### config.mk
export PLATFORM = sky130hd
export DESIGN_NAME = linked_queue_with_free_list_core
export DESIGN_NICKNAME = d
export VERILOG_FILES = /design/src/lqfl_pkg.sv /design/src/lqfl_ram.sv /design/src/lqfl_ctrl.sv /design/src/lqfl_datapath.sv /design/src/linked_queue_with_free_list_core.sv
export VERILOG_INCLUDE_DIRS = /design/src /design/src/src
export SDC_FILE = /design/constraint.sdc
export NUM_CORES = 1
export LEC_CHECK = 0
export ABC_AREA = 1
export BUFFER_PORTS_ARGS = -buffer_cell sky130_fd_sc_hd__buf_4
export CORE_UTILIZATION = 45
export DETAILED_ROUTE_END_ITERATION = 8
export HOLD_SLACK_MARGIN = 0.1
export PLACE_DENSITY = 0.72
export SLEW_MARGIN = 15
export SYNTH_ARGS = -nofsm -noshare
export SYNTH_HDL_FRONTEND = slang
export SYNTH_SLANG_ARGS = --single-unit
### constraint.sdc
create_clock -name i_clk -period 2.1 [get_ports i_clk]
set_input_delay 0.105 -clock i_clk [delete_from_list [all_inputs] [get_ports i_clk]]
set_output_delay 0.105 -clock i_clk [all_outputs]
set_load 0.05 [all_outputs]
### src/assert_macros.svh
// shared assertion macros for the linked queue block
`ifndef ASSERT_MACROS_SVH
`define ASSERT_MACROS_SVH

// plain property check, off while reset is held
`define LQFL_ASSERT(label, clk, rst_n, prop, msg) \
    label: assert property (@(posedge clk) disable iff (!rst_n) (prop)) \
        else $error(msg);

// same-cycle implication check, off while reset is held
`define LQFL_ASSERT_IMP(label, clk, rst_n, ante, cons, msg) \
    label: assert property (@(posedge clk) disable iff (!rst_n) (ante) |-> (cons)) \
        else $error(msg);

`endif

### src/lqfl_pkg.sv
package lqfl_pkg;

    // request codes
    localparam logic REQ_ENQ = 1'b0;
    localparam logic REQ_DEQ = 1'b1;

    // result status codes
    localparam logic [1:0] ST_DONE  = 2'd0;
    localparam logic [1:0] ST_FULL  = 2'd1;
    localparam logic [1:0] ST_EMPTY = 2'd2;

    // sequencer states
    typedef enum logic [3:0] {
        S_IDLE,
        S_DISPATCH,
        S_ENQ_RD,
        S_ENQ_LINK,
        S_ENQ_TAIL,
        S_DEQ_RD,
        S_DEQ_LINK,
        S_DEQ_FRONT,
        S_PUSH
    } t_state;

    // controller to datapath
    typedef struct packed {
        logic load;
        logic dispatch;
        logic enq_rd;
        logic enq_link;
        logic enq_tail;
        logic deq_rd;
        logic deq_link;
        logic deq_front;
        logic push;
    } t_cmd;

    // datapath to controller
    typedef struct packed {
        logic req_deq;
        logic free_valid;
        logic head_valid;
        logic link_valid;
        logic out_free;
    } t_sts;

endpackage

### src/lqfl_ram.sv
module lqfl_ram #(
    parameter int WIDTH = 8,
    parameter int DEPTH = 8
) (
    input  logic                     i_clk,
    input  logic                     i_wr_en,
    input  logic [$clog2(DEPTH)-1:0] i_wr_addr,
    input  logic [WIDTH-1:0]         i_wr_data,
    input  logic [$clog2(DEPTH)-1:0] i_rd_addr,
    output logic [WIDTH-1:0]         o_rd_data
);

    logic [WIDTH-1:0] r_mem [DEPTH];
    logic [WIDTH-1:0] r_rd_data;

    // one write port, registered read port
    always_ff @(posedge i_clk) begin
        if (i_wr_en) begin
            r_mem[i_wr_addr] <= i_wr_data;
        end
        r_rd_data <= r_mem[i_rd_addr];
    end

    assign o_rd_data = r_rd_data;

endmodule

### src/lqfl_ctrl.sv
`include "assert_macros.svh"

module lqfl_ctrl (
    input  logic          i_clk,
    input  logic          i_rst_n,
    input  logic          i_in_valid,
    output logic          o_in_ready,
    input  lqfl_pkg::t_sts i_sts,
    output lqfl_pkg::t_cmd o_cmd
);

    lqfl_pkg::t_state r_state;
    lqfl_pkg::t_state n_state;

    // state register
    always_ff @(posedge i_clk) begin
        if (!i_rst_n) begin
            r_state <= lqfl_pkg::S_IDLE;
        end else begin
            r_state <= n_state;
        end
    end

    // next state
    always_comb begin
        n_state = r_state;
        unique case (r_state)
            lqfl_pkg::S_IDLE: begin
                if (i_in_valid) begin
                    n_state = lqfl_pkg::S_DISPATCH;
                end
            end
            lqfl_pkg::S_DISPATCH: begin
                if (i_sts.req_deq) begin
                    n_state = i_sts.head_valid ? lqfl_pkg::S_DEQ_RD : lqfl_pkg::S_PUSH;
                end else begin
                    n_state = i_sts.free_valid ? lqfl_pkg::S_ENQ_RD : lqfl_pkg::S_PUSH;
                end
            end
            lqfl_pkg::S_ENQ_RD:    n_state = lqfl_pkg::S_ENQ_LINK;
            lqfl_pkg::S_ENQ_LINK:  n_state = lqfl_pkg::S_ENQ_TAIL;
            lqfl_pkg::S_ENQ_TAIL:  n_state = lqfl_pkg::S_PUSH;
            lqfl_pkg::S_DEQ_RD:    n_state = lqfl_pkg::S_DEQ_LINK;
            lqfl_pkg::S_DEQ_LINK: begin
                n_state = i_sts.link_valid ? lqfl_pkg::S_DEQ_FRONT : lqfl_pkg::S_PUSH;
            end
            lqfl_pkg::S_DEQ_FRONT: n_state = lqfl_pkg::S_PUSH;
            lqfl_pkg::S_PUSH: begin
                if (i_sts.out_free) begin
                    n_state = lqfl_pkg::S_IDLE;
                end
            end
            default: n_state = lqfl_pkg::S_IDLE;
        endcase
    end

    // command decode, no input beat taken while reset is held
    always_comb begin
        o_cmd      = '0;
        o_in_ready = 1'b0;
        unique case (r_state)
            lqfl_pkg::S_IDLE: begin
                o_in_ready = i_rst_n;
                o_cmd.load = i_in_valid && i_rst_n;
            end
            lqfl_pkg::S_DISPATCH:  o_cmd.dispatch  = 1'b1;
            lqfl_pkg::S_ENQ_RD:    o_cmd.enq_rd    = 1'b1;
            lqfl_pkg::S_ENQ_LINK:  o_cmd.enq_link  = 1'b1;
            lqfl_pkg::S_ENQ_TAIL:  o_cmd.enq_tail  = 1'b1;
            lqfl_pkg::S_DEQ_RD:    o_cmd.deq_rd    = 1'b1;
            lqfl_pkg::S_DEQ_LINK:  o_cmd.deq_link  = 1'b1;
            lqfl_pkg::S_DEQ_FRONT: o_cmd.deq_front = 1'b1;
            lqfl_pkg::S_PUSH:      o_cmd.push      = i_sts.out_free;
            default: o_cmd = '0;
        endcase
    end

    // at most one list operation step per cycle
    `LQFL_ASSERT(a_one_step, i_clk, i_rst_n,
        $onehot0({o_cmd.dispatch, o_cmd.enq_rd, o_cmd.enq_link, o_cmd.enq_tail,
                  o_cmd.deq_rd, o_cmd.deq_link, o_cmd.deq_front, o_cmd.push}),
        "more than one sequencer step active")

endmodule

### src/lqfl_datapath.sv
`include "assert_macros.svh"

module lqfl_datapath #(
    parameter int NODE_COUNT = 8
) (
    input  logic           i_clk,
    input  logic           i_rst_n,
    input  lqfl_pkg::t_cmd i_cmd,
    output lqfl_pkg::t_sts o_sts,
    input  logic           i_req_type,
    input  logic [7:0]     i_elem,
    input  logic           i_out_ready,
    output logic           o_out_valid,
    output logic [1:0]     o_status,
    output logic [7:0]     o_out_byte,
    output logic           o_queue_empty,
    output logic [7:0]     o_front_byte,
    output logic [7:0]     o_rear_byte
);

    // node index, link = {valid, index}, fresh count holds 0..NODE_COUNT
    localparam int IW = $clog2(NODE_COUNT);
    localparam int LW = IW + 1;
    localparam int FW = $clog2(NODE_COUNT + 1);
    localparam logic [LW-1:0] NIL = '0;

    // list state
    logic [LW-1:0] r_free;
    logic [LW-1:0] r_head;
    logic [LW-1:0] r_tail;
    logic [FW-1:0] r_fresh;
    logic [7:0]    r_front_byte;
    logic [7:0]    r_rear_byte;
    logic          r_out_valid;

    // per-item working registers
    logic          r_req;
    logic [7:0]    r_elem;
    logic [IW-1:0] r_node;
    logic [1:0]    r_status;
    logic [7:0]    r_out_byte;

    // result registers
    logic [1:0]    r_o_status;
    logic [7:0]    r_o_out_byte;
    logic          r_o_queue_empty;
    logic [7:0]    r_o_front_byte;
    logic [7:0]    r_o_rear_byte;

    // memory ports
    logic          next_wr_en;
    logic [IW-1:0] next_wr_addr;
    logic [LW-1:0] next_wr_data;
    logic [IW-1:0] next_rd_addr;
    logic [LW-1:0] next_rd_data;
    logic          bytes_wr_en;
    logic [IW-1:0] bytes_wr_addr;
    logic [7:0]    bytes_wr_data;
    logic [IW-1:0] bytes_rd_addr;
    logic [7:0]    bytes_rd_data;

    logic          w_free_fresh;
    logic [LW-1:0] w_fresh_link;
    logic [LW-1:0] w_enq_link;
    logic          w_out_free;

    lqfl_ram #(.WIDTH(LW), .DEPTH(NODE_COUNT)) u_next_ram (
        .i_clk     (i_clk),
        .i_wr_en   (next_wr_en),
        .i_wr_addr (next_wr_addr),
        .i_wr_data (next_wr_data),
        .i_rd_addr (next_rd_addr),
        .o_rd_data (next_rd_data)
    );

    lqfl_ram #(.WIDTH(8), .DEPTH(NODE_COUNT)) u_bytes_ram (
        .i_clk     (i_clk),
        .i_wr_en   (bytes_wr_en),
        .i_wr_addr (bytes_wr_addr),
        .i_wr_data (bytes_wr_data),
        .i_rd_addr (bytes_rd_addr),
        .o_rd_data (bytes_rd_data)
    );

    // untouched nodes below the fresh count still link downward
    assign w_free_fresh = (FW'(r_free[IW-1:0]) < r_fresh);
    assign w_fresh_link = (r_free[IW-1:0] == '0) ? NIL
                                                 : {1'b1, r_free[IW-1:0] - IW'(1)};
    assign w_enq_link   = w_free_fresh ? w_fresh_link : next_rd_data;
    assign w_out_free   = !r_out_valid || i_out_ready;

    // status to controller
    always_comb begin
        o_sts.req_deq    = (r_req == lqfl_pkg::REQ_DEQ);
        o_sts.free_valid = r_free[IW];
        o_sts.head_valid = r_head[IW];
        o_sts.link_valid = next_rd_data[IW];
        o_sts.out_free   = w_out_free;
    end

    // memory port steering
    always_comb begin
        next_wr_en    = 1'b0;
        next_wr_addr  = r_free[IW-1:0];
        next_wr_data  = NIL;
        next_rd_addr  = r_free[IW-1:0];
        bytes_wr_en   = i_cmd.enq_rd;
        bytes_wr_addr = r_free[IW-1:0];
        bytes_wr_data = r_elem;
        bytes_rd_addr = next_rd_data[IW-1:0];
        if (i_cmd.enq_link) begin
            next_wr_en = 1'b1;
        end
        if (i_cmd.enq_tail && r_head[IW] && r_tail[IW]) begin
            next_wr_en   = 1'b1;
            next_wr_addr = r_tail[IW-1:0];
            next_wr_data = {1'b1, r_node};
        end
        if (i_cmd.deq_rd) begin
            next_rd_addr = r_head[IW-1:0];
        end
        if (i_cmd.deq_link) begin
            next_wr_en   = 1'b1;
            next_wr_addr = r_head[IW-1:0];
            next_wr_data = r_free;
        end
    end

    // list pointers, byte caches, result valid
    always_ff @(posedge i_clk) begin
        if (!i_rst_n) begin
            r_free       <= {1'b1, IW'(NODE_COUNT - 1)};
            r_head       <= NIL;
            r_tail       <= NIL;
            r_fresh      <= FW'(NODE_COUNT);
            r_front_byte <= '0;
            r_rear_byte  <= '0;
            r_out_valid  <= 1'b0;
        end else begin
            if (i_cmd.enq_link) begin
                r_free <= w_enq_link;
                if (w_free_fresh) begin
                    r_fresh <= r_fresh - FW'(1);
                end
            end
            if (i_cmd.enq_tail) begin
                if (!(r_head[IW] && r_tail[IW])) begin
                    r_head       <= {1'b1, r_node};
                    r_front_byte <= r_elem;
                end
                r_tail      <= {1'b1, r_node};
                r_rear_byte <= r_elem;
            end
            if (i_cmd.deq_link) begin
                r_free <= r_head;
                if (next_rd_data[IW]) begin
                    r_head <= next_rd_data;
                end else begin
                    r_head       <= NIL;
                    r_tail       <= NIL;
                    r_front_byte <= '0;
                    r_rear_byte  <= '0;
                end
            end
            if (i_cmd.deq_front) begin
                r_front_byte <= bytes_rd_data;
            end
            if (i_cmd.push) begin
                r_out_valid <= 1'b1;
            end else if (i_out_ready) begin
                r_out_valid <= 1'b0;
            end
        end
    end

    // item payload and result beat
    always_ff @(posedge i_clk) begin
        if (i_cmd.load) begin
            r_req  <= i_req_type;
            r_elem <= i_elem;
        end
        if (i_cmd.dispatch) begin
            r_out_byte <= '0;
            if (r_req == lqfl_pkg::REQ_DEQ) begin
                r_status <= r_head[IW] ? lqfl_pkg::ST_DONE : lqfl_pkg::ST_EMPTY;
            end else begin
                r_status <= r_free[IW] ? lqfl_pkg::ST_DONE : lqfl_pkg::ST_FULL;
            end
        end
        if (i_cmd.enq_link) begin
            r_node <= r_free[IW-1:0];
        end
        if (i_cmd.deq_rd) begin
            r_out_byte <= r_front_byte;
        end
        if (i_cmd.push) begin
            r_o_status      <= r_status;
            r_o_out_byte    <= r_out_byte;
            r_o_queue_empty <= !r_head[IW];
            r_o_front_byte  <= r_front_byte;
            r_o_rear_byte   <= r_rear_byte;
        end
    end

    assign o_out_valid   = r_out_valid;
    assign o_status      = r_o_status;
    assign o_out_byte    = r_o_out_byte;
    assign o_queue_empty = r_o_queue_empty;
    assign o_front_byte  = r_o_front_byte;
    assign o_rear_byte   = r_o_rear_byte;

    // head and tail are null together
    `LQFL_ASSERT(a_head_tail_pair, i_clk, i_rst_n, r_head[IW] == r_tail[IW],
        "head and tail disagree on empty")

    // fresh count never grows past the node count
    `LQFL_ASSERT(a_fresh_bound, i_clk, i_rst_n, r_fresh <= FW'(NODE_COUNT),
        "fresh node count out of range")

    // an empty queue reports zero front and rear bytes
    `LQFL_ASSERT_IMP(a_empty_zero, i_clk, i_rst_n, r_out_valid && r_o_queue_empty,
        r_o_front_byte == '0 && r_o_rear_byte == '0,
        "empty queue shows nonzero front or rear")

endmodule

### src/linked_queue_with_free_list_core.sv
// byte fifo kept as a linked list over NODE_COUNT nodes with a free list
// steps: a beat is dispatched, then an enqueue stores the byte in a free node,
//   links it and updates the tail; a dequeue unlinks the head and reloads the front
//   byte unless the queue empties; a full or empty rejection goes straight to the result
// flow: one item in flight, next beat taken the cycle after the result is registered
// reset: synchronous active low, queue empty, all nodes free, no clearing pass
module linked_queue_with_free_list_core #(
    parameter int NODE_COUNT = 8
) (
    input  logic       i_clk,
    input  logic       i_rst_n,
    input  logic       i_valid,
    output logic       o_ready,
    input  logic       i_req_type,
    input  logic [7:0] i_elem,
    output logic       o_valid,
    input  logic       i_ready,
    output logic [1:0] o_status,
    output logic [7:0] o_out_byte,
    output logic       o_queue_empty,
    output logic [7:0] o_front_byte,
    output logic [7:0] o_rear_byte
);

    lqfl_pkg::t_cmd cmd;
    lqfl_pkg::t_sts sts;

    // sequencer
    lqfl_ctrl u_ctrl (
        .i_clk      (i_clk),
        .i_rst_n    (i_rst_n),
        .i_in_valid (i_valid),
        .o_in_ready (o_ready),
        .i_sts      (sts),
        .o_cmd      (cmd)
    );

    // list state and node memories
    lqfl_datapath #(.NODE_COUNT(NODE_COUNT)) u_datapath (
        .i_clk         (i_clk),
        .i_rst_n       (i_rst_n),
        .i_cmd         (cmd),
        .o_sts         (sts),
        .i_req_type    (i_req_type),
        .i_elem        (i_elem),
        .i_out_ready   (i_ready),
        .o_out_valid   (o_valid),
        .o_status      (o_status),
        .o_out_byte    (o_out_byte),
        .o_queue_empty (o_queue_empty),
        .o_front_byte  (o_front_byte),
        .o_rear_byte   (o_rear_byte)
    );

endmodule
Yosys cells after proc, flatten, opt, wreduce, memory -nomap -nowiden. Memory sizes are Yosys's and may differ from the RTL's. A register that Yosys moved wholly into a read port is not among the register bits. Cells that the tools add are included.

Register bits after elaboration: 86. Latch bits: 0. RAM bits: 96. Bits in read-only memories: 0. Input bits: 13. Output and inout bits: 29. Logic and storage cells: 106. Memories kept: 2.

Memory list: u_datapath.u_bytes_ram.r_mem (words 8, bits a word 8, rd ports 1, clocked after memory_dff 1, wr ports 1, RTL line lqfl_ram.sv:13) `logic [WIDTH-1:0] r_mem [DEPTH];`; u_datapath.u_next_ram.r_mem (words 8, bits a word 4, rd ports 1, clocked after memory_dff 1, wr ports 1, RTL line lqfl_ram.sv:13).

Add/subtract/negate cells: 2. Multipliers: 0. Divide/modulo/power cells: 0. $lt $le $gt $ge: 1. Eq/ne operators: 11. Shift-type cells: 0. Multiplexer cells: 55. Bitwise operators: 0. Reductions and logical operators: 17.

Operators with widths (number): two-way mux 8 bit (10); two-way mux 4 bit (19); case mux 4 bit (8 select lines) (1); two-way mux 1 bit (20); == test 4 x 3 -> 1 bit (second input constant) (4); two-way mux 3 bit (3); == test 4 x 2 -> 1 bit (second input constant) (2); nonzero test 2 bit (4); AND reduction 2 bit (3); == test 4 x 1 -> 1 bit (second input constant) (1); == test 4 bit (second input constant) (1); logical AND 1 bit (4); logical NOT 4 bit (1); less-than comparator 3 x 4 -> 1 bit (1); two-way mux 2 bit (2); inequality test 2 bit (second input constant) (2); subtractor 4 x 1 -> 4 bit (second input constant) (1); logical NOT 3 bit (1); subtractor 3 x 1 -> 3 bit (second input constant) (1); logical NOT 1 bit (2); inequality test 2 x 1 -> 1 bit (second input constant) (1); OR reduction 2 bit (1); logical OR 1 bit (1).

Longest topological paths before layout. Gate-level depths: netlist of run 1.

Depth after elaboration: 8. Depth in mapped cells: 10. Mapped depth without buffers: 10.

Modules after synthesis. Synthesis of run 1 repeated with hierarchy kept, for this count alone.

Cell total of the unflattened synthesis: 841. Area, all modules: 8277.9 µm².

By module, submodules not included: lqfl_datapath (instances 1, cells each 315, area an instance 3324.4 µm², seq. area each 2132.0 µm²); lqfl_ram (u_datapath.u_bytes_ram) (instances 1, cells each 303, area an instance 3050.4 µm², seq. area each 2082.0 µm²); lqfl_ram (u_datapath.u_next_ram) (instances 1, cells each 160, area an instance 1567.8 µm², seq. area each 1041.0 µm²); lqfl_ctrl (instances 1, cells each 63, area an instance 335.3 µm², seq. area each 80.1 µm²).

Least setup slack after synthesis of run 1. OpenSTA, ideal clock, no wires.

Kind: reg2reg. From: reg u_ctrl.r_state[1]. To: reg u_datapath.r_o_front_byte[0] (netlist: u_datapath.o_front_byte[0]), enable pin. Library setup time: 0.411 ns. Arrival time: 1.834 ns. Data required time: 1.689 ns. Path slack: -0.145 ns. Stages on the path, launching flop included: 4. Buffers on the path: 0. Clock period less this slack: 2.245 ns. Path through: dfxtp_1 -> nor2_2 -> nand3_1 -> nor2_1.

RTL lines: start: declaration (RTL line lqfl_ctrl.sv:12) `lqfl_pkg::t_state r_state;`; start signal: assignment (RTL line lqfl_ctrl.sv:18) `r_state <= lqfl_pkg::S_IDLE;`; start signal: assignment (RTL line lqfl_ctrl.sv:20) `r_state <= n_state;`; end signal: assignment (RTL line lqfl_datapath.sv:200) `r_o_front_byte <= r_front_byte;`; end: declaration (RTL line lqfl_datapath.sv:47) `logic [7:0] r_o_front_byte;`.

Final worst setup path of run 1.
From: reg u_ctrl.r_state[2]. To: mem u_datapath.u_next_ram.r_mem[5][3] in the netlist's numbering, enable pin.

Word-level cells in the longest chain between the ends: 8. Elaborated cells between the ends (all ways): 15. Those cells by class: eq/ne (3); mux (10); reduce/logical (2).

Ends and longest elaborated chain: == test 4 x 3 -> 1 bit (RTL line lqfl_ctrl.sv:61) `unique case (r_state)`; two-way mux 1 bit (RTL line lqfl_ctrl.sv:61); logical AND 1 bit (2 in series) (RTL line lqfl_datapath.sv:114) `if (i_cmd.enq_tail && r_head[IW] && r_tail[IW]) begin`; two-way mux 1 bit (RTL line lqfl_datapath.sv:114); two-way mux 1 bit (RTL line lqfl_datapath.sv:122) `if (i_cmd.deq_link) begin`; two-way mux 1 bit (RTL line lqfl_ram.sv:18) `if (i_wr_en) begin`; two-way mux 1 bit (implied by the code) (RTL line lqfl_ram.sv:19) `r_mem[i_wr_addr] <= i_wr_data;`; end: declaration (RTL line lqfl_ram.sv:13).

Parallel ways exist; a longest one is shown, timed or not.

==> results of run 1 <==
[power groups by stage]
stage | Clock, mW | Sequential (mW) | Combinational (mW)
CTS | 3.32 | 4.32 | 0.601
detailed placement | 0 | 4.41 | 0.579
floorplan | 0 | 4.44 | 0.334
global placement | 0 | 4.40 | 0.567
finish | 3.28 | 4.33 | 0.606
global route | 3.48 | 4.34 | 0.666
[cell families after synthesis]
group,Yosys count,synth area share
buffers and inverters,101,0.0504
adders and majority gates,3,0.00486
DFF,194,0.691
AOI/OAI and AO/OA,111,0.0850
and+or+nand+nor,302,0.167
xor gates and xnor gates,2,0.00227
[per-stage QoR]
step	util	TNS [ns]	instance area [sq um]	worst slack [ns]	total power, mW
after detailed placement	0.506	0	8420	0.116	4.99
final	0.551	0	9170	0.172	8.21
after global routing	0.551	-0.0620	9170	-0.0185	8.49
after CTS	0.548	0	9130	0.0903	8.25
after global placement	0.506	0	8420	0.174	4.97
after floorplan	-	0	7730	0.205	4.77
[cell type report]
type	count	share of cell area
clock buffers	22	0.0495
clock inverters	10	0.0160
well taps	220	0.0300
multi-input cells	418	0.223
repair buffers	77	0.0660
inverters	81	0.0332
flip-flops and latches	194	0.582
[flip-flops by register name (all words and copies together) (netlist names)]
register                          flops
u_ctrl.r_state                        4
u_datapath.r_free                     4
u_datapath.r_node                     3
u_datapath.u_next_ram.o_rd_data       4
u_datapath.o_rear_byte                8
u_datapath.u_next_ram.r_mem          32
u_datapath.o_out_valid                1
u_datapath.o_front_byte               8
u_datapath.u_bytes_ram.o_rd_data      8
u_datapath.o_out_byte                 8
u_datapath.bytes_wr_data              8
u_datapath.o_status                   2
u_datapath.r_req                      1
u_datapath.r_head                     4
u_datapath.r_fresh                    4
u_datapath.r_tail                     4
u_datapath.r_front_byte               8
u_datapath.u_bytes_ram.r_mem         64
u_datapath.r_rear_byte                8
u_datapath.o_queue_empty              1
u_datapath.r_status                   2
u_datapath.r_out_byte                 8
[synth_stat cells (all sizes together) (6+ instances only)]
library cell | count | area [sq um]
edfxtp | 145 | 4350
clkbuf | 11 | 41.3
o22ai | 22 | 138
a211oi | 11 | 82.6
o211ai | 9 | 67.6
o21ai | 47 | 246
dfxtp | 49 | 981
nor3 | 6 | 35.0
nor2 | 107 | 429
inv | 78 | 293
a21oi | 18 | 90.1
nand2 | 129 | 494
nand3b | 8 | 60.1
nand3 | 49 | 250
buf | 9 | 43.8
[critical path: cells and delay by family, from the launching register on]
family	cells	cell delay (ns)
buf+inv	1	0.10
simple gates	6	0.99
flops	1	0.32
compound gates	1	0.21
[what timing repair did]
action	in CTS	in global routing
endpoints found under the setup margin	0	32
hold buffers	11	0
endpoints found under the hold margin	19	0
resized for setup	0	14
[cells in the final DEF (no fill, tap or decap), drive strengths merged]
| master | Yosys | layout |
|---|---|---|
| o21bai | 1 | 1 |
| a21boi | 2 | 2 |
| clkinvlp | 0 | 1 |
| o211ai | 9 | 9 |
| nand3b | 8 | 8 |
| nand2 | 129 | 129 |
| o22ai | 22 | 22 |
| nor2 | 107 | 107 |
| a31oi | 1 | 1 |
| xor2 | 2 | 2 |
| nand4 | 3 | 3 |
| buf | 9 | 66 |
| clkinv | 3 | 5 |
| clkbuf | 11 | 22 |
| inv | 78 | 82 |
| nor3 | 6 | 6 |
| bufinv | 0 | 3 |
| dlygate4sd3 | 0 | 11 |
| a211oi | 11 | 11 |
| o21ai | 47 | 47 |
| ha | 3 | 3 |
| edfxtp | 145 | 145 |
| a21oi | 18 | 18 |
| dfxtp | 49 | 49 |
| nand3 | 49 | 49 |
[worst min-delay path by stage]
stage / startpoint / end / cells past startpoint
6_report: i_valid / u_ctrl.r_state[0] / 5
4_1_cts: i_valid / u_ctrl.r_state[0] / 5
3_5_place_dp: i_elem[1] / u_datapath.bytes_wr_data[1] / 1
2_1_floorplan: i_elem[0] / u_datapath.bytes_wr_data[0] / 0
5_1_grt: i_valid / u_ctrl.r_state[0] / 5
3_3_place_gp: i_elem[5] / u_datapath.bytes_wr_data[5] / 1
[routing by layer]
layer | part of all wire | GRT usage | vias up
met4 | 0.017 | 0.0702 | 0
met3 | 0.068 | 0.0540 | 23
met2 | 0.46 | 0.296 | 211
met5 | 0 | 0 | -
met1 | 0.45 | 0.260 | 2553
li1 | - | - | 2585
==> flow_summary.toml, run 1 <==
[final_layout]
final_cell_count_no_fill = 1022
nets = 805
drive_above_1_share = 0.161
multi_input_area_sq_um = 2050
areaGrowthSynthToFinish_pct = 18.7
diodes = 0
register_area_sq_um = 5340
fillCellCount = 1380

[cts]
clockBufferDepth = 2
cts_inserted_buffers = 17
clock-sinks = 194
cts_htree_levels = 4
clock_latency_ns = 0.43
clock-root-buffer = "clkbuf_16"
cts_tree = "built"
cts_post_setup_buffers_inserted = 0
clk_pin_slew_worst_paths_ns = 0.06

[worst_setup_path]
r2r_setup_slack_ns = 0.17
r2r-end = "u_datapath.u_next_ram.r_mem[5][3]"
cpPeakStageDelay_ns = 0.32
path_cells = "inv_1 > nor2_4 > nand2_2 > nor2_1 > nand2_1 > a21oi_1 > nand2_1 > nor2_2"
worst-r2r-cell-count = 8
required_ns = 2.21
critical_path.most_common_cell = "nand2_1"
critPathCaptureType = "register"
crit_path_end = "u_datapath.u_next_ram.r_mem[5][3]"
crit_start = "u_ctrl.r_state[2]"
critPathKind = "reg -> reg"
critPathLaunchType = "register"
crit_path_max_fanout = 6
critPathArrivalTime_ns = 2.04
slowest_stage = "dfxtp_1"
r2r-start = "u_ctrl.r_state[2]"

[power]
p_leak_nw = 3.52
power_density_nw_per_um2 = 895
internal-power_mw = 6.35
p_sw_mw = 1.86
p_sw_frac = 0.226
p_seq_frac = 0.527
p_clk_frac = 0.399
p_comb_frac = 0.074
peakVddDrop_v = 0.000657

[status]
run_status = "complete, no violations"

[grt]
grt_pass1_wl_mm = 25.6
grt_usage = 0.192
grt_start_max_net_pins = 34
grt_pass1_vias = 4913
grt_antenna_before_repair = 0
grt_overflow_total = 0

[flow_run]
maxCapViolations = 0

[logic_synthesis]
yosysWarningCount = 0
syn_nets = 729
synth-main-ff-cell = "edfxtp_1"
ys_ff_latch = 194
avgSynthCellArea_sq_um = 10.8
yosysUniqueCellTypes = 31
seq_area_frac_synth = 0.691
synth_edf_count = 145
synthesis.area_sq_um = 7720
syn-instance-count = 713
async_reset_ff_frac = 0

[worst_hold_path]
min_path_type = "in -> reg"

[timing]
finalCritPeriodShare = 0.918
slew_headroom = 0.418
worst_slew_pin_slew_ns = 0.864
fin_crit_ns = 1.93
finalSetupViolCount = 0
fin_worst_skew_ns = 0.0112
worst_hold_slack_ns = 0.159
hold_violations = 0
max_freq_ghz = 0.519
maxSlewViolCount = 0

[routing]
dr.pass1.iters = 6
wl_mm = 16.1
final_antenna_net_count = 0
routedWlPerCell_um = 15.7
drc_errors = 0
viasPerCell = 5.26
drt-initial-drc-count = 451
via_count = 5372

[placement]
dp_hpwl_mm = 10.9
io_buffers = 41
place_inst = 979
gp_congestion = 0.904

[floorplanning]
pin_count = 42
coreArea_sq_um = 16600
fp.dieW_um = 133
rows = 47
die_h_um = 133
start_util = 0.464
die-area_sq_um = 17700
(Power assumes the default switching activity.)
==> run 2, diff against run 1 <==
--- a/config.mk
+++ b/config.mk
@@ -8,10 +8,12 @@
 export LEC_CHECK = 0
 export ABC_AREA = 1
 export BUFFER_PORTS_ARGS = -buffer_cell sky130_fd_sc_hd__buf_4
-export CORE_UTILIZATION = 45
+export CELL_PAD_IN_SITES_DETAIL_PLACEMENT = 1
+export CELL_PAD_IN_SITES_GLOBAL_PLACEMENT = 2
+export CORE_UTILIZATION = 36
 export DETAILED_ROUTE_END_ITERATION = 8
 export HOLD_SLACK_MARGIN = 0.1
-export PLACE_DENSITY = 0.72
+export PLACE_DENSITY = 0.82
 export SLEW_MARGIN = 15
 export SYNTH_ARGS = -nofsm -noshare
 export SYNTH_HDL_FRONTEND = slang
==> constraint.sdc (replaced) <==
create_clock -name i_clk -period 2.1 [get_ports i_clk]
set_input_delay 0.315 -clock i_clk [delete_from_list [all_inputs] [get_ports i_clk]]
set_output_delay 0.315 -clock i_clk [all_outputs]
set_load 0.05 [all_outputs]
==> flow_summary.toml, run 2 (same netlist as run 1, synthesis figures left out) <==
[status]
run_status = "complete, no violations"

[placement]
io_buffers = 41
gp_congestion = 0.815
dpl_cell_area_sq_um = 8500
dp_hpwl_mm = 13.6
dpl_worst_slack_ns = 0.0406
place_inst = 1037

[routing]
drc_errors = 0
wl_mm = 18.8
drt-initial-drc-count = 306
final_antenna_net_count = 0
routedWlPerCell_um = 17.4
dr.pass1.iters = 5
via_count = 5356
viasPerCell = 4.97

[cts]
cts_htree_levels = 4
clockBufferDepth = 2
clock-root-buffer = "clkbuf_16"
clock_latency_ns = 0.44
clock-sinks = 194
clk_pin_slew_worst_paths_ns = 0.07
cts_tree = "built"
cts_inserted_buffers = 17

[grt]
grt_usage = 0.182
grt_start_max_net_pins = 34
grt_pass1_wl_mm = 30.2
grt_overflow_total = 0
grt_pass1_vias = 5489
grt_antenna_before_repair = 0

[worst_hold_path]
min_from = "i_rst_n"
min_path_type = "in -> reg"
holdPathStages = 2
holdPathEnd = "u_datapath.r_fresh[3]"

[floorplanning]
coreArea_sq_um = 21000
fp.dieW_um = 148
pin_count = 42
die-area_sq_um = 22000
die_h_um = 148
rows = 53
start_util = 0.367

[final_layout]
fin_area_sq_um = 9230
largest_reg_flops = 64
mostFrequentLayoutCells = "edfxtp_1, nand2_1, nor2_1"
areaGrowthSynthToFinish_pct = 19.5
top_register = "u_datapath.u_bytes_ram.r_mem"
register_area_sq_um = 5340
diodes = 0
top_regs = "u_datapath.u_bytes_ram.r_mem x64, u_datapath.u_next_ram.r_mem x32"
final_cell_count_no_fill = 1078
layout_commonest_cell = "edfxtp_1"
multi_input_area_sq_um = 2050
fillCellCount = 2269
drive_above_1_share = 0.166
nets = 806

[worst_setup_path]
r2r-start = "u_ctrl.r_state[2]"
critPathArrivalTime_ns = 2.12
critPathCaptureType = "register"
critPathKind = "reg -> reg"
r2r_setup_slack_ns = 0.11
r2r-end = "u_datapath.u_next_ram.r_mem[5][1]"
crit_path_max_fanout = 13
required_ns = 2.23
worst-r2r-cell-count = 8
critPathLaunchType = "register"

[timing]
worst_hold_slack_ns = 0.178
max_freq_ghz = 0.503
fin_ws_ns = 0.110
hold_violations = 0
finalCritPeriodShare = 0.948
slew_headroom = 0.566
worst_slew_pin_slew_ns = 0.646
rsz0062_at_grt = "yes"
fin_crit_ns = 1.99
finalSetupViolCount = 0
fin_worst_skew_ns = 0.0128
maxSlewViolCount = 0

[flow_run]
maxCapViolations = 0

[power]
internal-power_mw = 6.03
power_density_nw_per_um2 = 883
p_clk_frac = 0.393
p_seq_frac = 0.531
p_comb_frac = 0.076
p_leak_nw = 3.49
p_sw_mw = 2.12
p_sw_frac = 0.260
peakVddDrop_v = 0.000521
## run 2: final cells by class
class                   instances  share of cell area
flip-flops and latches        194               0.578
multi-input cells             418               0.222
inverters                      81              0.0329
repair buffers                 78              0.0659
well taps                     275              0.0373
clock inverters                14              0.0171
clock buffers                  18              0.0465
## run 2: critical path, stage by stage (launching register included)
cell and delay [ns]:
dfxtp_1 0.34, inv_1 0.11, nor2_4 0.19, nand2_2 0.19, inv_2 0.17, a21oi_1 0.06, a21oi_1 0.23, nand2_1 0.16
nor2_2 0.22
## run 2: worst max-delay path by stage
stage	start	end	cells after the start
after floorplan	i_rst_n	o_ready	4
after global placement	u_ctrl.r_state[1]	u_datapath.u_next_ram.r_mem[4][1]	8
after detailed placement	u_ctrl.r_state[1]	u_datapath.u_next_ram.r_mem[6][3]	7
after CTS	u_ctrl.r_state[1]	u_datapath.u_next_ram.r_mem[4][3]	4
after global routing	u_ctrl.r_state[2]	u_datapath.u_next_ram.r_mem[5][1]	8
final	u_ctrl.r_state[2]	u_datapath.u_next_ram.r_mem[5][1]	8
## run 2: power groups by stage
stage / Sequential [mW] / Clock [mW] / Combinational (mW)
after global placement: 4.40 / 0 / 0.583
after floorplan: 4.44 / 0 / 0.334
after global routing: 4.34 / 3.39 / 0.692
after detailed placement: 4.41 / 0 / 0.608
final: 4.32 / 3.20 / 0.623
after CTS: 4.33 / 3.25 / 0.625
## run 2: metrics by stage
step / TNS [ns] / util / total power, mW
after global routing: -0.234 / 0.439 / 8.43
final: 0 / 0.439 / 8.15
after global placement: 0 / 0.405 / 4.99
after detailed placement: 0 / 0.405 / 5.02
after CTS: 0 / 0.437 / 8.21
after floorplan: 0 / - / 4.77
## run 2: layer usage
metal	wire length (um)	global-route usage	vias up
met4	184	0.0582	0
met5	0	0	-
li1	-	-	2600
met2	8840	0.287	115
met3	758	0.0365	13
met1	8990	0.253	2628
## run 2: repair_timing
item | in CTS | in global routing
hold endpoints to repair | 9 | 0
hold buffers | 9 | 0
buffers inserted | 0 | 0
setup endpoints to repair | 0 | 40
resized for setup | 0 | 16
